## src/rtl/assert_macros.svh

```systemverilog
// Assertion macros shared by the timer table RTL.
`ifndef ASSERT_MACROS_SVH
`define ASSERT_MACROS_SVH

// Check that a property holds at every clock edge outside reset.
`define ASSERT_CLK(label, clk, rst_n, prop, msg) \
    label: assert property (@(posedge clk) disable iff (!rst_n) (prop)) else $error(msg);

// Check that a condition never occurs outside reset.
`define ASSERT_NEVER(label, clk, rst_n, cond, msg) \
    label: assert property (@(posedge clk) disable iff (!rst_n) !(cond)) else $error(msg);

`endif

```

## src/rtl/mcst_pkg.sv

```systemverilog
// Shared constants, codes and types of the timer table.
`timescale 1ns / 1ps
`default_nettype none

package mcst_pkg;

    // Table size and result limit
    localparam int NUM_SLOTS   = 8;
    localparam int MAX_RESULTS = 8;
    localparam int IDX_W       = (NUM_SLOTS > 1) ? $clog2(NUM_SLOTS) : 1;
    localparam int CNT_W       = $clog2(NUM_SLOTS + 1);
    localparam int FIRE_W      = $clog2(MAX_RESULTS + 1);

    // Command queue between front and back
    localparam int Q_DEPTH = 2;
    localparam int Q_PTR_W = (Q_DEPTH > 1) ? $clog2(Q_DEPTH) : 1;
    localparam int Q_CNT_W = $clog2(Q_DEPTH + 1);

    // Field widths
    localparam int REQ_W     = 2;
    localparam int TICK_W    = 32;
    localparam int SEL_W     = 3;
    localparam int KIND_W    = 3;
    localparam int SLOT_ID_W = 3;
    localparam int ARMED_W   = 4;
    localparam int CMP_W     = (SEL_W > CNT_W) ? SEL_W : CNT_W;

    // Request codes on the input channel
    localparam logic [REQ_W-1:0] REQ_ADD  = 2'd0;
    localparam logic [REQ_W-1:0] REQ_STOP = 2'd1;
    localparam logic [REQ_W-1:0] REQ_RUN  = 2'd2;

    // Result kinds on the output channel
    localparam logic [KIND_W-1:0] KIND_ADDED    = 3'd0;
    localparam logic [KIND_W-1:0] KIND_FULL     = 3'd1;
    localparam logic [KIND_W-1:0] KIND_STOPPED  = 3'd2;
    localparam logic [KIND_W-1:0] KIND_FIRED    = 3'd3;
    localparam logic [KIND_W-1:0] KIND_NONE_DUE = 3'd4;

    typedef enum logic [1:0] {
        OP_ADD,
        OP_STOP,
        OP_RUN
    } t_op;

    // Classified command as queued for the back end
    typedef struct packed {
        t_op                op;
        logic [TICK_W-1:0]  now;
        logic [TICK_W-1:0]  interval;
        logic [TICK_W-1:0]  due;
        logic               periodic;
        logic [SEL_W-1:0]   sel;
    } t_cmd;

    typedef struct packed {
        logic valid;
        t_cmd cmd;
    } t_cmd_beat;

    typedef struct packed {
        logic [KIND_W-1:0]    kind;
        logic [SLOT_ID_W-1:0] slot_id;
        logic [ARMED_W-1:0]   armed_count;
        logic                 last;
    } t_rsp;

endpackage

`default_nettype wire

```

## src/rtl/mcst_if.sv

```systemverilog
// Request and result channel interfaces of the timer table.
`timescale 1ns / 1ps
`default_nettype none

interface mcst_req_if import mcst_pkg::*; ();
    logic              valid;
    logic              ready;
    logic [REQ_W-1:0]  req_type;
    logic [TICK_W-1:0] now;
    logic [TICK_W-1:0] interval;
    logic              repeat_req;
    logic [SEL_W-1:0]  slot_sel;

    modport source (
        output valid, req_type, now, interval, repeat_req, slot_sel,
        input  ready
    );
    modport sink (
        input  valid, req_type, now, interval, repeat_req, slot_sel,
        output ready
    );
endinterface

interface mcst_rsp_if import mcst_pkg::*; ();
    logic                 valid;
    logic                 ready;
    logic [KIND_W-1:0]    kind;
    logic [SLOT_ID_W-1:0] slot_id;
    logic [ARMED_W-1:0]   armed_count;
    logic                 last;

    modport source (
        output valid, kind, slot_id, armed_count, last,
        input  ready
    );
    modport sink (
        input  valid, kind, slot_id, armed_count, last,
        output ready
    );
endinterface

`default_nettype wire

```

## src/rtl/mcst_front.sv

```systemverilog
// Front end: accept request beats, classify them and precompute the due tick.
`timescale 1ns / 1ps
`default_nettype none

module mcst_front import mcst_pkg::*; (
    mcst_req_if.sink  i_req,
    input  logic      i_full,
    output t_cmd_beat o_push
);

    logic known;
    t_op  op;

    // Take a beat whenever the queue has room
    assign i_req.ready = !i_full;

    // Map request codes to operations; drop unknown codes
    always_comb begin
        known = 1'b1;
        op    = OP_ADD;
        case (i_req.req_type)
            REQ_ADD:  op = OP_ADD;
            REQ_STOP: op = OP_STOP;
            REQ_RUN:  op = OP_RUN;
            default:  known = 1'b0;
        endcase
    end

    // Build the queued command
    always_comb begin
        o_push.valid        = i_req.valid && !i_full && known;
        o_push.cmd.op       = op;
        o_push.cmd.now      = i_req.now;
        o_push.cmd.interval = i_req.interval;
        o_push.cmd.due      = i_req.now + i_req.interval;
        o_push.cmd.periodic = i_req.repeat_req;
        o_push.cmd.sel      = i_req.slot_sel;
    end

endmodule

`default_nettype wire

```

## src/rtl/mcst_fifo.sv

```systemverilog
// Short command queue that decouples the front end from the back end.
`timescale 1ns / 1ps
`default_nettype none
`include "assert_macros.svh"

module mcst_fifo import mcst_pkg::*; (
    input  logic      i_clk,
    input  logic      i_rst_n,
    input  t_cmd_beat i_push,
    input  logic      i_pop,
    output logic      o_full,
    output t_cmd_beat o_head
);

    t_cmd               r_mem [Q_DEPTH];
    logic [Q_PTR_W-1:0] r_wr_ptr, n_wr_ptr;
    logic [Q_PTR_W-1:0] r_rd_ptr, n_rd_ptr;
    logic [Q_CNT_W-1:0] r_count, n_count;
    logic               push;
    logic               pop;

    assign o_full       = (r_count == Q_CNT_W'(Q_DEPTH));
    assign o_head.valid = (r_count != '0);
    assign o_head.cmd   = r_mem[r_rd_ptr];

    assign push = i_push.valid && !o_full;
    assign pop  = i_pop && (r_count != '0);

    // Advance pointers with wrap and track fill level
    always_comb begin
        n_wr_ptr = r_wr_ptr;
        n_rd_ptr = r_rd_ptr;
        n_count  = r_count;
        if (push) begin
            n_wr_ptr = (r_wr_ptr == Q_PTR_W'(Q_DEPTH - 1)) ? '0 : r_wr_ptr + Q_PTR_W'(1);
        end
        if (pop) begin
            n_rd_ptr = (r_rd_ptr == Q_PTR_W'(Q_DEPTH - 1)) ? '0 : r_rd_ptr + Q_PTR_W'(1);
        end
        if (push && !pop) begin
            n_count = r_count + Q_CNT_W'(1);
        end else if (pop && !push) begin
            n_count = r_count - Q_CNT_W'(1);
        end
    end

    always_ff @(posedge i_clk) begin
        if (!i_rst_n) begin
            r_wr_ptr <= '0;
            r_rd_ptr <= '0;
            r_count  <= '0;
        end else begin
            r_wr_ptr <= n_wr_ptr;
            r_rd_ptr <= n_rd_ptr;
            r_count  <= n_count;
        end
    end

    // Store the command payload
    always_ff @(posedge i_clk) begin
        if (push) begin
            r_mem[r_wr_ptr] <= i_push.cmd;
        end
    end

    `ASSERT_CLK(a_q_bound, i_clk, i_rst_n, r_count <= Q_CNT_W'(Q_DEPTH), "queue overfilled")

endmodule

`default_nettype wire

```

## src/rtl/mcst_back.sv

```systemverilog
// Back end: slot table, add and stop execution, run scan and result register.
`timescale 1ns / 1ps
`default_nettype none
`include "assert_macros.svh"

module mcst_back import mcst_pkg::*; (
    input  logic        i_clk,
    input  logic        i_rst_n,
    input  t_cmd_beat   i_head,
    output logic        o_pop,
    mcst_rsp_if.source  o_rsp
);

    localparam logic ST_IDLE = 1'b0;
    localparam logic ST_SCAN = 1'b1;

    // Slot memories: due tick, and periodic flag with period
    logic [TICK_W-1:0] r_due_mem [NUM_SLOTS];
    logic [TICK_W:0]   r_per_mem [NUM_SLOTS];
    logic [TICK_W-1:0] r_due_q;
    logic [TICK_W:0]   r_per_q;

    logic                 r_state, n_state;
    logic [CNT_W-1:0]     r_used, n_used;
    logic [NUM_SLOTS-1:0] r_armed, n_armed;
    logic [CNT_W-1:0]     r_armed_cnt, n_armed_cnt;
    logic [CNT_W-1:0]     r_idx, n_idx;
    logic [FIRE_W-1:0]    r_fires, n_fires;
    logic [TICK_W-1:0]    r_now, n_now;
    logic                 r_pend_vld, n_pend_vld;
    logic [IDX_W-1:0]     r_pend_slot, n_pend_slot;
    logic [CNT_W-1:0]     r_pend_cnt, n_pend_cnt;
    logic                 r_out_vld, n_out_vld;
    t_rsp                 r_out, n_out;

    logic              out_free;
    logic              due_we;
    logic              per_we;
    logic [IDX_W-1:0]  mem_waddr;
    logic [TICK_W-1:0] due_wdata;
    logic              rd_en;
    logic [IDX_W-1:0]  rd_addr;
    logic [IDX_W-1:0]  idx;
    logic              in_range;
    logic [TICK_W-1:0] diff;
    logic              fire;
    logic              stop_hit;
    logic [IDX_W-1:0]  add_slot;
    logic [IDX_W-1:0]  sel_slot;

    assign out_free = !r_out_vld || o_rsp.ready;
    assign idx      = IDX_W'(r_idx);
    assign add_slot = IDX_W'(r_used);
    assign sel_slot = IDX_W'(i_head.cmd.sel);
    assign in_range = (r_idx < r_used) && (r_fires < FIRE_W'(MAX_RESULTS));
    assign diff     = r_now - r_due_q;
    assign fire     = in_range && r_armed[idx] && !diff[TICK_W-1];
    assign stop_hit = (CMP_W'(i_head.cmd.sel) < CMP_W'(r_used)) && r_armed[sel_slot];

    // Execute commands and walk the slots on a run
    always_comb begin
        n_state     = r_state;
        n_used      = r_used;
        n_armed     = r_armed;
        n_armed_cnt = r_armed_cnt;
        n_idx       = r_idx;
        n_fires     = r_fires;
        n_now       = r_now;
        n_pend_vld  = r_pend_vld;
        n_pend_slot = r_pend_slot;
        n_pend_cnt  = r_pend_cnt;
        n_out_vld   = r_out_vld && !o_rsp.ready;
        n_out       = r_out;
        o_pop       = 1'b0;
        due_we      = 1'b0;
        per_we      = 1'b0;
        mem_waddr   = idx;
        due_wdata   = r_due_q + r_per_q[TICK_W-1:0];
        rd_en       = 1'b0;
        rd_addr     = IDX_W'(r_idx + CNT_W'(1));

        case (r_state)
            ST_IDLE: begin
                if (i_head.valid) begin
                    case (i_head.cmd.op)
                        OP_ADD: begin
                            if (out_free) begin
                                o_pop     = 1'b1;
                                n_out_vld = 1'b1;
                                n_out.last = 1'b1;
                                if (r_used >= CNT_W'(NUM_SLOTS)) begin
                                    n_out.kind        = KIND_FULL;
                                    n_out.slot_id     = '0;
                                    n_out.armed_count = ARMED_W'(r_armed_cnt);
                                end else begin
                                    due_we             = 1'b1;
                                    per_we             = 1'b1;
                                    mem_waddr          = add_slot;
                                    due_wdata          = i_head.cmd.due;
                                    n_armed[add_slot]  = 1'b1;
                                    n_used             = r_used + CNT_W'(1);
                                    n_armed_cnt        = r_armed_cnt + CNT_W'(1);
                                    n_out.kind         = KIND_ADDED;
                                    n_out.slot_id      = SLOT_ID_W'(r_used);
                                    n_out.armed_count  = ARMED_W'(n_armed_cnt);
                                end
                            end
                        end
                        OP_STOP: begin
                            if (out_free) begin
                                o_pop = 1'b1;
                                if (stop_hit) begin
                                    n_armed[sel_slot] = 1'b0;
                                    n_armed_cnt       = r_armed_cnt - CNT_W'(1);
                                end
                                n_out_vld         = 1'b1;
                                n_out.kind        = KIND_STOPPED;
                                n_out.slot_id     = '0;
                                n_out.armed_count = ARMED_W'(n_armed_cnt);
                                n_out.last        = 1'b1;
                            end
                        end
                        OP_RUN: begin
                            // Prime the read of slot zero
                            o_pop      = 1'b1;
                            n_state    = ST_SCAN;
                            n_idx      = '0;
                            n_fires    = '0;
                            n_now      = i_head.cmd.now;
                            n_pend_vld = 1'b0;
                            rd_en      = 1'b1;
                            rd_addr    = '0;
                        end
                        default: begin
                            o_pop = 1'b1;
                        end
                    endcase
                end
            end
            ST_SCAN: begin
                if (in_range) begin
                    if (!fire) begin
                        n_idx = r_idx + CNT_W'(1);
                        rd_en = 1'b1;
                    end else if (!r_pend_vld || out_free) begin
                        // Release the held fire; it is not the last one
                        if (r_pend_vld) begin
                            n_out_vld         = 1'b1;
                            n_out.kind        = KIND_FIRED;
                            n_out.slot_id     = SLOT_ID_W'(r_pend_slot);
                            n_out.armed_count = ARMED_W'(r_pend_cnt);
                            n_out.last        = 1'b0;
                        end
                        if (r_per_q[TICK_W]) begin
                            due_we = 1'b1;
                        end else begin
                            n_armed[idx] = 1'b0;
                            n_armed_cnt  = r_armed_cnt - CNT_W'(1);
                        end
                        n_pend_vld  = 1'b1;
                        n_pend_slot = idx;
                        n_pend_cnt  = n_armed_cnt;
                        n_fires     = r_fires + FIRE_W'(1);
                        n_idx       = r_idx + CNT_W'(1);
                        rd_en       = 1'b1;
                    end
                end else if (out_free) begin
                    // Close the run with the held fire or a nothing-due beat
                    n_out_vld  = 1'b1;
                    n_out.last = 1'b1;
                    if (r_pend_vld) begin
                        n_out.kind        = KIND_FIRED;
                        n_out.slot_id     = SLOT_ID_W'(r_pend_slot);
                        n_out.armed_count = ARMED_W'(r_pend_cnt);
                    end else begin
                        n_out.kind        = KIND_NONE_DUE;
                        n_out.slot_id     = '0;
                        n_out.armed_count = ARMED_W'(r_armed_cnt);
                    end
                    n_pend_vld = 1'b0;
                    n_state    = ST_IDLE;
                end
            end
            default: begin
                n_state = ST_IDLE;
            end
        endcase
    end

    // Control state
    always_ff @(posedge i_clk) begin
        if (!i_rst_n) begin
            r_state     <= ST_IDLE;
            r_used      <= '0;
            r_armed     <= '0;
            r_armed_cnt <= '0;
            r_idx       <= '0;
            r_fires     <= '0;
            r_pend_vld  <= 1'b0;
            r_out_vld   <= 1'b0;
        end else begin
            r_state     <= n_state;
            r_used      <= n_used;
            r_armed     <= n_armed;
            r_armed_cnt <= n_armed_cnt;
            r_idx       <= n_idx;
            r_fires     <= n_fires;
            r_pend_vld  <= n_pend_vld;
            r_out_vld   <= n_out_vld;
        end
    end

    // Payload registers
    always_ff @(posedge i_clk) begin
        r_now       <= n_now;
        r_pend_slot <= n_pend_slot;
        r_pend_cnt  <= n_pend_cnt;
        r_out       <= n_out;
    end

    // Slot memories with registered read
    always_ff @(posedge i_clk) begin
        if (due_we) begin
            r_due_mem[mem_waddr] <= due_wdata;
        end
        if (per_we) begin
            r_per_mem[mem_waddr] <= {i_head.cmd.periodic, i_head.cmd.interval};
        end
        if (rd_en) begin
            r_due_q <= r_due_mem[rd_addr];
            r_per_q <= r_per_mem[rd_addr];
        end
    end

    assign o_rsp.valid       = r_out_vld;
    assign o_rsp.kind        = r_out.kind;
    assign o_rsp.slot_id     = r_out.slot_id;
    assign o_rsp.armed_count = r_out.armed_count;
    assign o_rsp.last        = r_out.last;

    `ASSERT_CLK(a_cnt_match, i_clk, i_rst_n, r_armed_cnt == CNT_W'($countones(r_armed)), "armed count out of step with flags")
    `ASSERT_CLK(a_cnt_le_used, i_clk, i_rst_n, r_armed_cnt <= r_used, "more armed slots than allocated")
    `ASSERT_NEVER(a_pend_idle, i_clk, i_rst_n, r_pend_vld && (r_state == ST_IDLE), "held fire left outside a run")

endmodule

`default_nettype wire

```

## src/rtl/multi_channel_soft_timer.sv

```systemverilog
// Top level of the eight-slot timer table with periodic and one-shot timers.
// Add and stop: the request passes the command queue, then the back end registers the result beat.
// Run: the back end scans the allocated slots in turn, then registers the last beat.
// The back end takes one request at a time; a run holds it in the scan state to the end.
// Result stalls hold the back end; a two-entry queue buffers requests meanwhile.
// Reset (i_rst_n low, synchronous) disarms and frees all slots; no clearing pass.
`timescale 1ns / 1ps
`default_nettype none

module multi_channel_soft_timer import mcst_pkg::*; (
    input  logic       i_clk,
    input  logic       i_rst_n,
    mcst_req_if.sink   i_req,
    mcst_rsp_if.source o_rsp
);

    t_cmd_beat push;
    t_cmd_beat head;
    logic      q_full;
    logic      pop;

    mcst_front u_front (
        .i_req  (i_req),
        .i_full (q_full),
        .o_push (push)
    );

    mcst_fifo u_fifo (
        .i_clk   (i_clk),
        .i_rst_n (i_rst_n),
        .i_push  (push),
        .i_pop   (pop),
        .o_full  (q_full),
        .o_head  (head)
    );

    mcst_back u_back (
        .i_clk   (i_clk),
        .i_rst_n (i_rst_n),
        .i_head  (head),
        .o_pop   (pop),
        .o_rsp   (o_rsp)
    );

endmodule

`default_nettype wire

```

## src/flat_wrapper.sv

```systemverilog
// flat-port wrapper written by rule: the top's interface ports become plain ports
module multi_channel_soft_timer_flat import mcst_pkg::*;
  (i_clk, i_rst_n, i_req_valid, i_req_req_type, i_req_now, i_req_interval, i_req_repeat_req, i_req_slot_sel, i_req_ready, o_rsp_valid, o_rsp_kind, o_rsp_slot_id, o_rsp_armed_count, o_rsp_last, o_rsp_ready);
  mcst_req_if i_req_i ();
  mcst_rsp_if o_rsp_i ();
  input  logic i_clk;
  input  logic i_rst_n;
  input wire logic [$bits(i_req_i.valid)-1:0] i_req_valid;
  input wire logic [$bits(i_req_i.req_type)-1:0] i_req_req_type;
  input wire logic [$bits(i_req_i.now)-1:0] i_req_now;
  input wire logic [$bits(i_req_i.interval)-1:0] i_req_interval;
  input wire logic [$bits(i_req_i.repeat_req)-1:0] i_req_repeat_req;
  input wire logic [$bits(i_req_i.slot_sel)-1:0] i_req_slot_sel;
  output wire logic [$bits(i_req_i.ready)-1:0] i_req_ready;
  output wire logic [$bits(o_rsp_i.valid)-1:0] o_rsp_valid;
  output wire logic [$bits(o_rsp_i.kind)-1:0] o_rsp_kind;
  output wire logic [$bits(o_rsp_i.slot_id)-1:0] o_rsp_slot_id;
  output wire logic [$bits(o_rsp_i.armed_count)-1:0] o_rsp_armed_count;
  output wire logic [$bits(o_rsp_i.last)-1:0] o_rsp_last;
  input wire logic [$bits(o_rsp_i.ready)-1:0] o_rsp_ready;
  assign i_req_i.valid = i_req_valid;
  assign i_req_i.req_type = i_req_req_type;
  assign i_req_i.now = i_req_now;
  assign i_req_i.interval = i_req_interval;
  assign i_req_i.repeat_req = i_req_repeat_req;
  assign i_req_i.slot_sel = i_req_slot_sel;
  assign i_req_ready = i_req_i.ready;
  assign o_rsp_valid = o_rsp_i.valid;
  assign o_rsp_kind = o_rsp_i.kind;
  assign o_rsp_slot_id = o_rsp_i.slot_id;
  assign o_rsp_armed_count = o_rsp_i.armed_count;
  assign o_rsp_last = o_rsp_i.last;
  assign o_rsp_i.ready = o_rsp_ready;
  multi_channel_soft_timer u_core (.i_clk(i_clk), .i_rst_n(i_rst_n), .i_req(i_req_i), .o_rsp(o_rsp_i));
endmodule
```

## config.mk

```make
export PLATFORM = sky130hd
export DESIGN_NAME = multi_channel_soft_timer_flat
export DESIGN_NICKNAME = d
export VERILOG_FILES = /design/src/rtl/mcst_pkg.sv /design/src/rtl/mcst_if.sv /design/src/rtl/mcst_front.sv /design/src/rtl/mcst_fifo.sv /design/src/rtl/mcst_back.sv /design/src/rtl/multi_channel_soft_timer.sv /design/src/flat_wrapper.sv
export VERILOG_INCLUDE_DIRS = /design/src /design/src/rtl
export SDC_FILE = /design/constraint.sdc
export NUM_CORES = 1
export LEC_CHECK = 0
export ABC_AREA = 1
export ABC_CLOCK_PERIOD_IN_PS = 8700
export BUFFER_PORTS_ARGS = -buffer_cell sky130_fd_sc_hd__buf_2
export CORE_ASPECT_RATIO = 1.2
export CORE_MARGIN = 1
export CORE_UTILIZATION = 45
export DETAILED_ROUTE_END_ITERATION = 12
export HOLD_SLACK_MARGIN = 0.08
export PLACE_DENSITY = 0.73
export RECOVER_POWER = 50
export SYNTH_ARGS = -nofsm -noshare
export SYNTH_HDL_FRONTEND = slang
export SYNTH_SLANG_ARGS = --single-unit
```

## constraint.sdc

```tcl
create_clock -name i_clk -period 8.7 [get_ports i_clk]
set_input_delay 2.61 -clock i_clk [delete_from_list [all_inputs] [get_ports i_clk]]
set_output_delay 2.61 -clock i_clk [all_outputs]
set_load 0.02 [all_outputs]
```

==> qor.txt, run 1 <==
outcome -> complete, but fails checks
Layout Cells excl Fill -> 4540
Slew headroom -> -253.7%
CTS Sinks -> 871
GRT Util Overall -> 22.24%
Post-CTS Setup Bufs -> 0
Synth Instances -> 3303
syn nets -> 3483
FF+latch count, synth -> 871
CP Data Arrival Time -> 7.14 ns
ratio of cells with drive above 1 in the final layout -> 4.972%
Warnings, synthesis -> 0
Req. time, crit path -> 8.80 ns
syn_area_per_cell -> 11.54 um2
Final min period -> 7.040 ns
top_reg_cell synth -> edfxtp_1
largest net degree at the start of global routing -> 160
register area share after synthesis -> 67.75%
antenna-violating nets left -> 0
Die H -> 320.9 um
Post-synth top cells -> edfxtp_1, nand2_1, nor2_1
Fin Setup TNS -> 0 ns
largest area contributor in the netlist -> edfxtp_1
Hold WS -> 0.4626 ns
number of CTS-inserted buffers -> 81
Ports -> 87
Netlist Area Pre-Place -> 0.03813 mm2
vias in the first global route -> 24750
Via density -> 5.607
Max Clock Skew -> 0.01914 ns
Pins Over Slew Limit -> 380
Post-Place Cells -> 4398
CP Launch Type -> input port
CTS tree -> yes
Clock Latency Late Sink -> 0.64 ns
first-pass GRT wire length -> 144700 um
Initial Util -> 45.61%
P_leak -> 0.01502 uW
Final Util -> 50.41%
hold_buf cts -> 0
Yosys cell types -> 51
Longest Clk Path Bufs -> 3
cts repair resizes -> 0
post-synth top area share -> 66.07%
CORE AREA -> 0.08360 mm2
DRC errors left -> 0
Max Freq -> 142.1 MHz
first-iteration detailed-routing DRC count -> 2473
Reg clk slew, reported paths -> 0.06 ns
Crit. End Element -> flip-flop
clk root buf -> clkbuf_16
Post-synth EDFFs -> 839
# Max-Cap Violations -> 7
Fin. Hold Viols -> 0
Final Net Count -> 3540
gpl congestion -> 0.9187
count leader, synth -> edfxtp_1
Final setup violation count -> 0
FFs w/ async S/R, synth -> 0%
RSZ-0062 raised after global routing -> no
htree depth -> 3
crit path max fanout -> 103
die area -> 0.08591 mm2
maximum VDD drop -> 0.2939 mV
per-cell routed wire length -> 21.04 um
First-pass DRT Iterations -> 6
antenna violations before repair -> 0
number of cell rows -> 116
die width -> 267.7 um
Pwr Density -> 361.3 mW/mm2
failing checks -> max-capacitance violations, max-slew violations
CP Class -> input port to flip-flop
Synth area leaders -> edfxtp_1, nand2_1, nor2_1, ha_1, o21ai_0
Final period util -> 80.92%
Area growth syn-to-layout -> 10.53%
remaining global-route overflow -> 0
Antenna Cells -> 0
Worst Tran Pin Value -> 5.305 ns
WL final -> 95520 um
hpwl dp -> 59720 um
Hold Path Class -> flip-flop to flip-flop
routed via count -> 25460
IO buf count -> 86
Power Total -> 15230 uW
[sequential cells by signal, indices dropped and copies added, names as in the netlist, 4 cells and up, named ones only]
register and flops:
u_core.u_back.r_used 4, u_core.u_back.r_due_q 32, u_core.u_back.r_per_mem 264, u_core.u_back.r_armed 8
u_core.u_back.r_pend_cnt 4, u_core.u_back.r_fires 4, u_core.u_back.r_per_q 33, u_core.u_fifo.r_mem 204
u_core.u_back.r_armed_cnt 4, u_core.u_back.o_rsp.armed_count 4, u_core.u_back.r_now 32, u_core.u_back.r_due_mem 256
u_core.u_back.r_idx 4
[final timing paths]
| path | start | end | slack [ns] | depth (start not counted) |
|---|---|---|---|---|
| worst min register to register | u_core.u_back.r_fires[3] | u_core.u_back.r_fires[3] | 0.46 | 1 |
| worst min-delay path | u_core.u_back.r_fires[3] | u_core.u_back.r_fires[3] | 0.46 | 1 |
| worst max register to register | flip-flop | u_core.u_back.r_per_mem[7][11] | 2.43 | 7 |
| worst max-delay path | i_req_req_type[0] | u_core.u_fifo.r_mem[1][5] | 1.66 | 5 |
[layout by cell type (no fill, tap or decap), types with 3 or more instances in the layout]
cell | Yosys | layout
o22ai_1 | 3 | 3
inv_1 | 177 | 177
or2_2 | 8 | 8
clkinv_2 | 0 | 16
o21bai_1 | 9 | 9
o21ai_0 | 218 | 220
o211ai_1 | 3 | 3
buf_4 | 3 | 20
o311ai_0 | 7 | 7
o21a_1 | 71 | 71
xor2_1 | 36 | 36
a21boi_0 | 4 | 4
a21oi_1 | 196 | 197
bufinv_16 | 0 | 5
clkbuf_16 | 0 | 86
nand3_1 | 48 | 49
o21ai_1 | 157 | 157
clkbuf_1 | 76 | 104
clkinv_1 | 3 | 19
nor2_4 | 0 | 17
edfxtp_1 | 839 | 839
a31oi_1 | 9 | 9
nand4_1 | 16 | 16
mux2i_1 | 11 | 11
nor4_1 | 11 | 11
nand2_1 | 561 | 562
a21o_1 | 13 | 13
nor2_1 | 482 | 465
ha_1 | 104 | 104
a221oi_1 | 4 | 4
xnor2_1 | 17 | 17
nor3_1 | 19 | 19
o221ai_1 | 67 | 67
dfxtp_1 | 32 | 32
o31ai_1 | 7 | 7
o2111ai_1 | 3 | 3
buf_2 | 53 | 5
[metal layers]
metal	track usage (%)	vias to the layer above	part of all wire (%)	wire (um)
met5	0	-	0	0
met4	9.041	0	3.4	3219
met3	2.611	171	6.8	6480
met2	37.39	1009	49	46630
met1	29.25	12380	41	39190
li1	-	11900	-	-
[where the power goes]
part / internal [uW] / leakage (uW) / switching [uW] / total (uW)
registers: 5990 / 0.00789 / 264 / 6260
clock network: 1940 / 0.00125 / 1500 / 3440
logic: 1460 / 0.00589 / 4070 / 5530
[cells by family after synthesis]
group | count (synthesis) | share of synthesized area (%)
compound gates | 780 | 11.86
xor+xnor | 53 | 1.217
fa+ha+maj | 106 | 3.518
buf+inv | 326 | 3.413
flops | 871 | 67.75
mux | 11 | 0.2888
simple gates | 1156 | 11.95
[through the flow]
step	setup slack [ns]	instance area (um2)
floorplan	1.044	38130
global placement	2.239	39800
detailed placement	2.219	39800
CTS	2.884	42330
global route	1.429	42150
finish	1.660	42150
[critical path: stages]
cell	delay, ns
clkbuf_1	0.09
inv_1	0.08
o211ai_1	0.25
nor2_4	0.14
dlymetal6s4s_1	3.67
[area by class of cell]
| cell class | count | area (um2) |
|---|---|---|
| Inverter | 185 | 701.9 |
| Multi-Input combinational cell | 2106 | 11110 |
| Fill cell | 7233 | 41450 |
| Clock inverter | 38 | 310.3 |
| Tap cell | 1121 | 1403 |
| Timing Repair Buffer | 115 | 563.0 |
| Clock buffer | 104 | 2220 |
| Sequential cell | 871 | 25830 |
No activity file was read; power rests on OpenSTA's default activity.
==> run 2: changes to the inputs <==
--- a/config.mk
+++ b/config.mk
@@ -7,14 +7,14 @@
 export NUM_CORES = 1
 export LEC_CHECK = 0
 export ABC_AREA = 1
-export ABC_CLOCK_PERIOD_IN_PS = 8700
+export ABC_CLOCK_PERIOD_IN_PS = 6200
 export BUFFER_PORTS_ARGS = -buffer_cell sky130_fd_sc_hd__buf_2
 export CORE_ASPECT_RATIO = 1.2
 export CORE_MARGIN = 1
 export CORE_UTILIZATION = 45
 export DETAILED_ROUTE_END_ITERATION = 12
 export HOLD_SLACK_MARGIN = 0.08
-export PLACE_DENSITY = 0.73
+export PLACE_DENSITY = 0.75
 export RECOVER_POWER = 50
 export SYNTH_ARGS = -nofsm -noshare
 export SYNTH_HDL_FRONTEND = slang
==> constraint.sdc (replaced) <==
create_clock -name i_clk -period 6.2 [get_ports i_clk]
set_input_delay 1.86 -clock i_clk [delete_from_list [all_inputs] [get_ports i_clk]]
set_output_delay 1.86 -clock i_clk [all_outputs]
set_load 0.02 [all_outputs]
==> run 2 against run 1 <==
Against the previous run:
- the flow still finishes with violations (max-capacitance violations, max-slew violations)
- non-clock buffer count increased by 19
- sequential power increased by 40%
- worst hold slack improved by 0.0019 ns
- clock-buffer cell count decreased by 3
- highest routed layer unchanged
==> qor.txt, run 2 (synthesis results as in run 1) <==
outcome -> complete, but fails checks
failing checks -> max-capacitance violations, max-slew violations
Req. time, crit path -> 6.44 ns
hold_buf cts -> 0
Hold Path Class -> flip-flop to flip-flop
antenna-violating nets left -> 0
Longest Clk Path Bufs -> 3
RSZ-0062 raised after global routing -> no
per-cell routed wire length -> 20.90 um
Slew headroom -> -75.43%
first-pass GRT wire length -> 144300 um
CP Launch Type -> input port
antenna violations before repair -> 1
Area growth syn-to-layout -> 11.18%
biggest regs -> u_core.u_back.r_per_mem: 264 flops, u_core.u_back.r_due_mem: 256 flops, u_core.u_fifo.r_mem: 204 flops
Final Net Count -> 3559
ratio of cells with drive above 1 in the final layout -> 5.703%
vias in the first global route -> 25020
DRC errors left -> 0
Filler cells -> 7214
WL final -> 95290 um
Crit. End Element -> flip-flop
Pins Over Slew Limit -> 191
Pwr Density -> 507.9 mW/mm2
commonest non-fill, non-tap cell in the layout -> edfxtp_1
Largest Register -> u_core.u_back.r_per_mem
commonest cells after routing, fill and taps aside -> edfxtp_1, nand2_1, nor2_1
die width -> 267.7 um
Final Util -> 50.71%
slowest stage delay, CP -> 1.84 ns
cts repair resizes -> 0
CP top delay family -> simple AND/OR/NAND/NOR gates
max FFs per register -> 264
Via density -> 5.627
IO buf count -> 86
Die H -> 320.9 um
First-pass DRT Iterations -> 6
Fin Setup TNS -> 0 ns
gpl congestion -> 0.9411
Final min period -> 5.084 ns
Ports -> 87
Fin. Hold Viols -> 0
Final setup violation count -> 0
CORE AREA -> 0.08360 mm2
critical path cell sequence -> buf_2, inv_1, o211ai_1, nor2_1, clkbuf_2
first-iteration detailed-routing DRC count -> 2699
# Max-Cap Violations -> 6
clk root buf -> clkbuf_16
number of CTS-inserted buffers -> 81
crit path max fanout -> 44
Max Clock Skew -> 0.02408 ns
largest net degree at the start of global routing -> 96
Final period util -> 81.99%
Post-CTS Setup Bufs -> 0
slowest CP cell -> nor2_1
CP Data Arrival Time -> 5.33 ns
Worst Tran Pin Value -> 2.631 ns
routed via count -> 25650
htree depth -> 3
die area -> 0.08591 mm2
Initial Util -> 45.61%
P_leak -> 0.01511 uW
Max Freq -> 196.7 MHz
maximum VDD drop -> 0.3975 mV
remaining global-route overflow -> 0
buffers plus inverters on the worst setup path -> 3
number of cell rows -> 116
CTS tree -> yes
CP Class -> input port to flip-flop
Clock Latency Late Sink -> 0.65 ns
hpwl dp -> 60920 um
Reg clk slew, reported paths -> 0.06 ns
GRT Util Overall -> 22.11%
CTS Sinks -> 871
run 2: cell type report:
type / count / area [um2] / share of cell area (%)
Clock inverter: 40 / 475.5 / 1.121
Inverter: 185 / 701.9 / 1.656
Tap cell: 1121 / 1403 / 3.308
Antenna cell: 1 / 2.502 / 0.005902
Timing Repair Buffer: 134 / 726.9 / 1.715
Clock buffer: 101 / 2155 / 5.082
Multi-Input combinational cell: 2106 / 11090 / 26.17
Sequential cell: 871 / 25840 / 60.95
run 2: metrics by stage:
stage | instance area, um2 | worst slack (ns) | total power [uW] | hold slack, ns | std cells
3_3_place_gp | 39980 | 1.445 | 16380 | 0.4204 | 4417
2_1_floorplan | 38140 | 0.9983 | 13930 | 0.4255 | 3303
6_report | 42400 | 1.116 | 21530 | 0.4644 | 4559
5_1_grt | 42400 | 0.9086 | 22620 | 0.4874 | 4559
3_5_place_dp | 39980 | 1.366 | 16560 | 0.4531 | 4417
4_1_cts | 42610 | 2.053 | 21550 | 0.4658 | 4558
run 2: final timing paths:
path / start / to / slack (ns) / depth (start not counted)
hold / removal: u_core.u_fifo.r_rd_ptr / flip-flop / 0.46 / 1
setup reg to reg: flip-flop / u_core.u_back.r_per_q[32] / 1.14 / 13
hold reg to reg: u_core.u_fifo.r_rd_ptr / flip-flop / 0.46 / 1
setup / recovery: i_req_req_type[0] / u_core.u_fifo.r_mem[0][36] / 1.12 / 5
run 2: power breakdown:
| group | internal, uW | leakage (uW) | total, uW | switching, uW |
|---|---|---|---|---|
| registers | 8380 | 0.00789 | 8770 | 388 |
| clock network | 2850 | 0.00128 | 5000 | 2150 |
| logic | 2100 | 0.00595 | 7770 | 5670 |
run 2: layer usage:
layer  track usage (%)  share of wire [%]  up-vias
li1                  -                  -    11940
met2             37.27                 49     1108
met3             2.404                7.4      175
met4             8.521                3.2        0
met5                 0                  0        -
met1             29.32                 41    12430
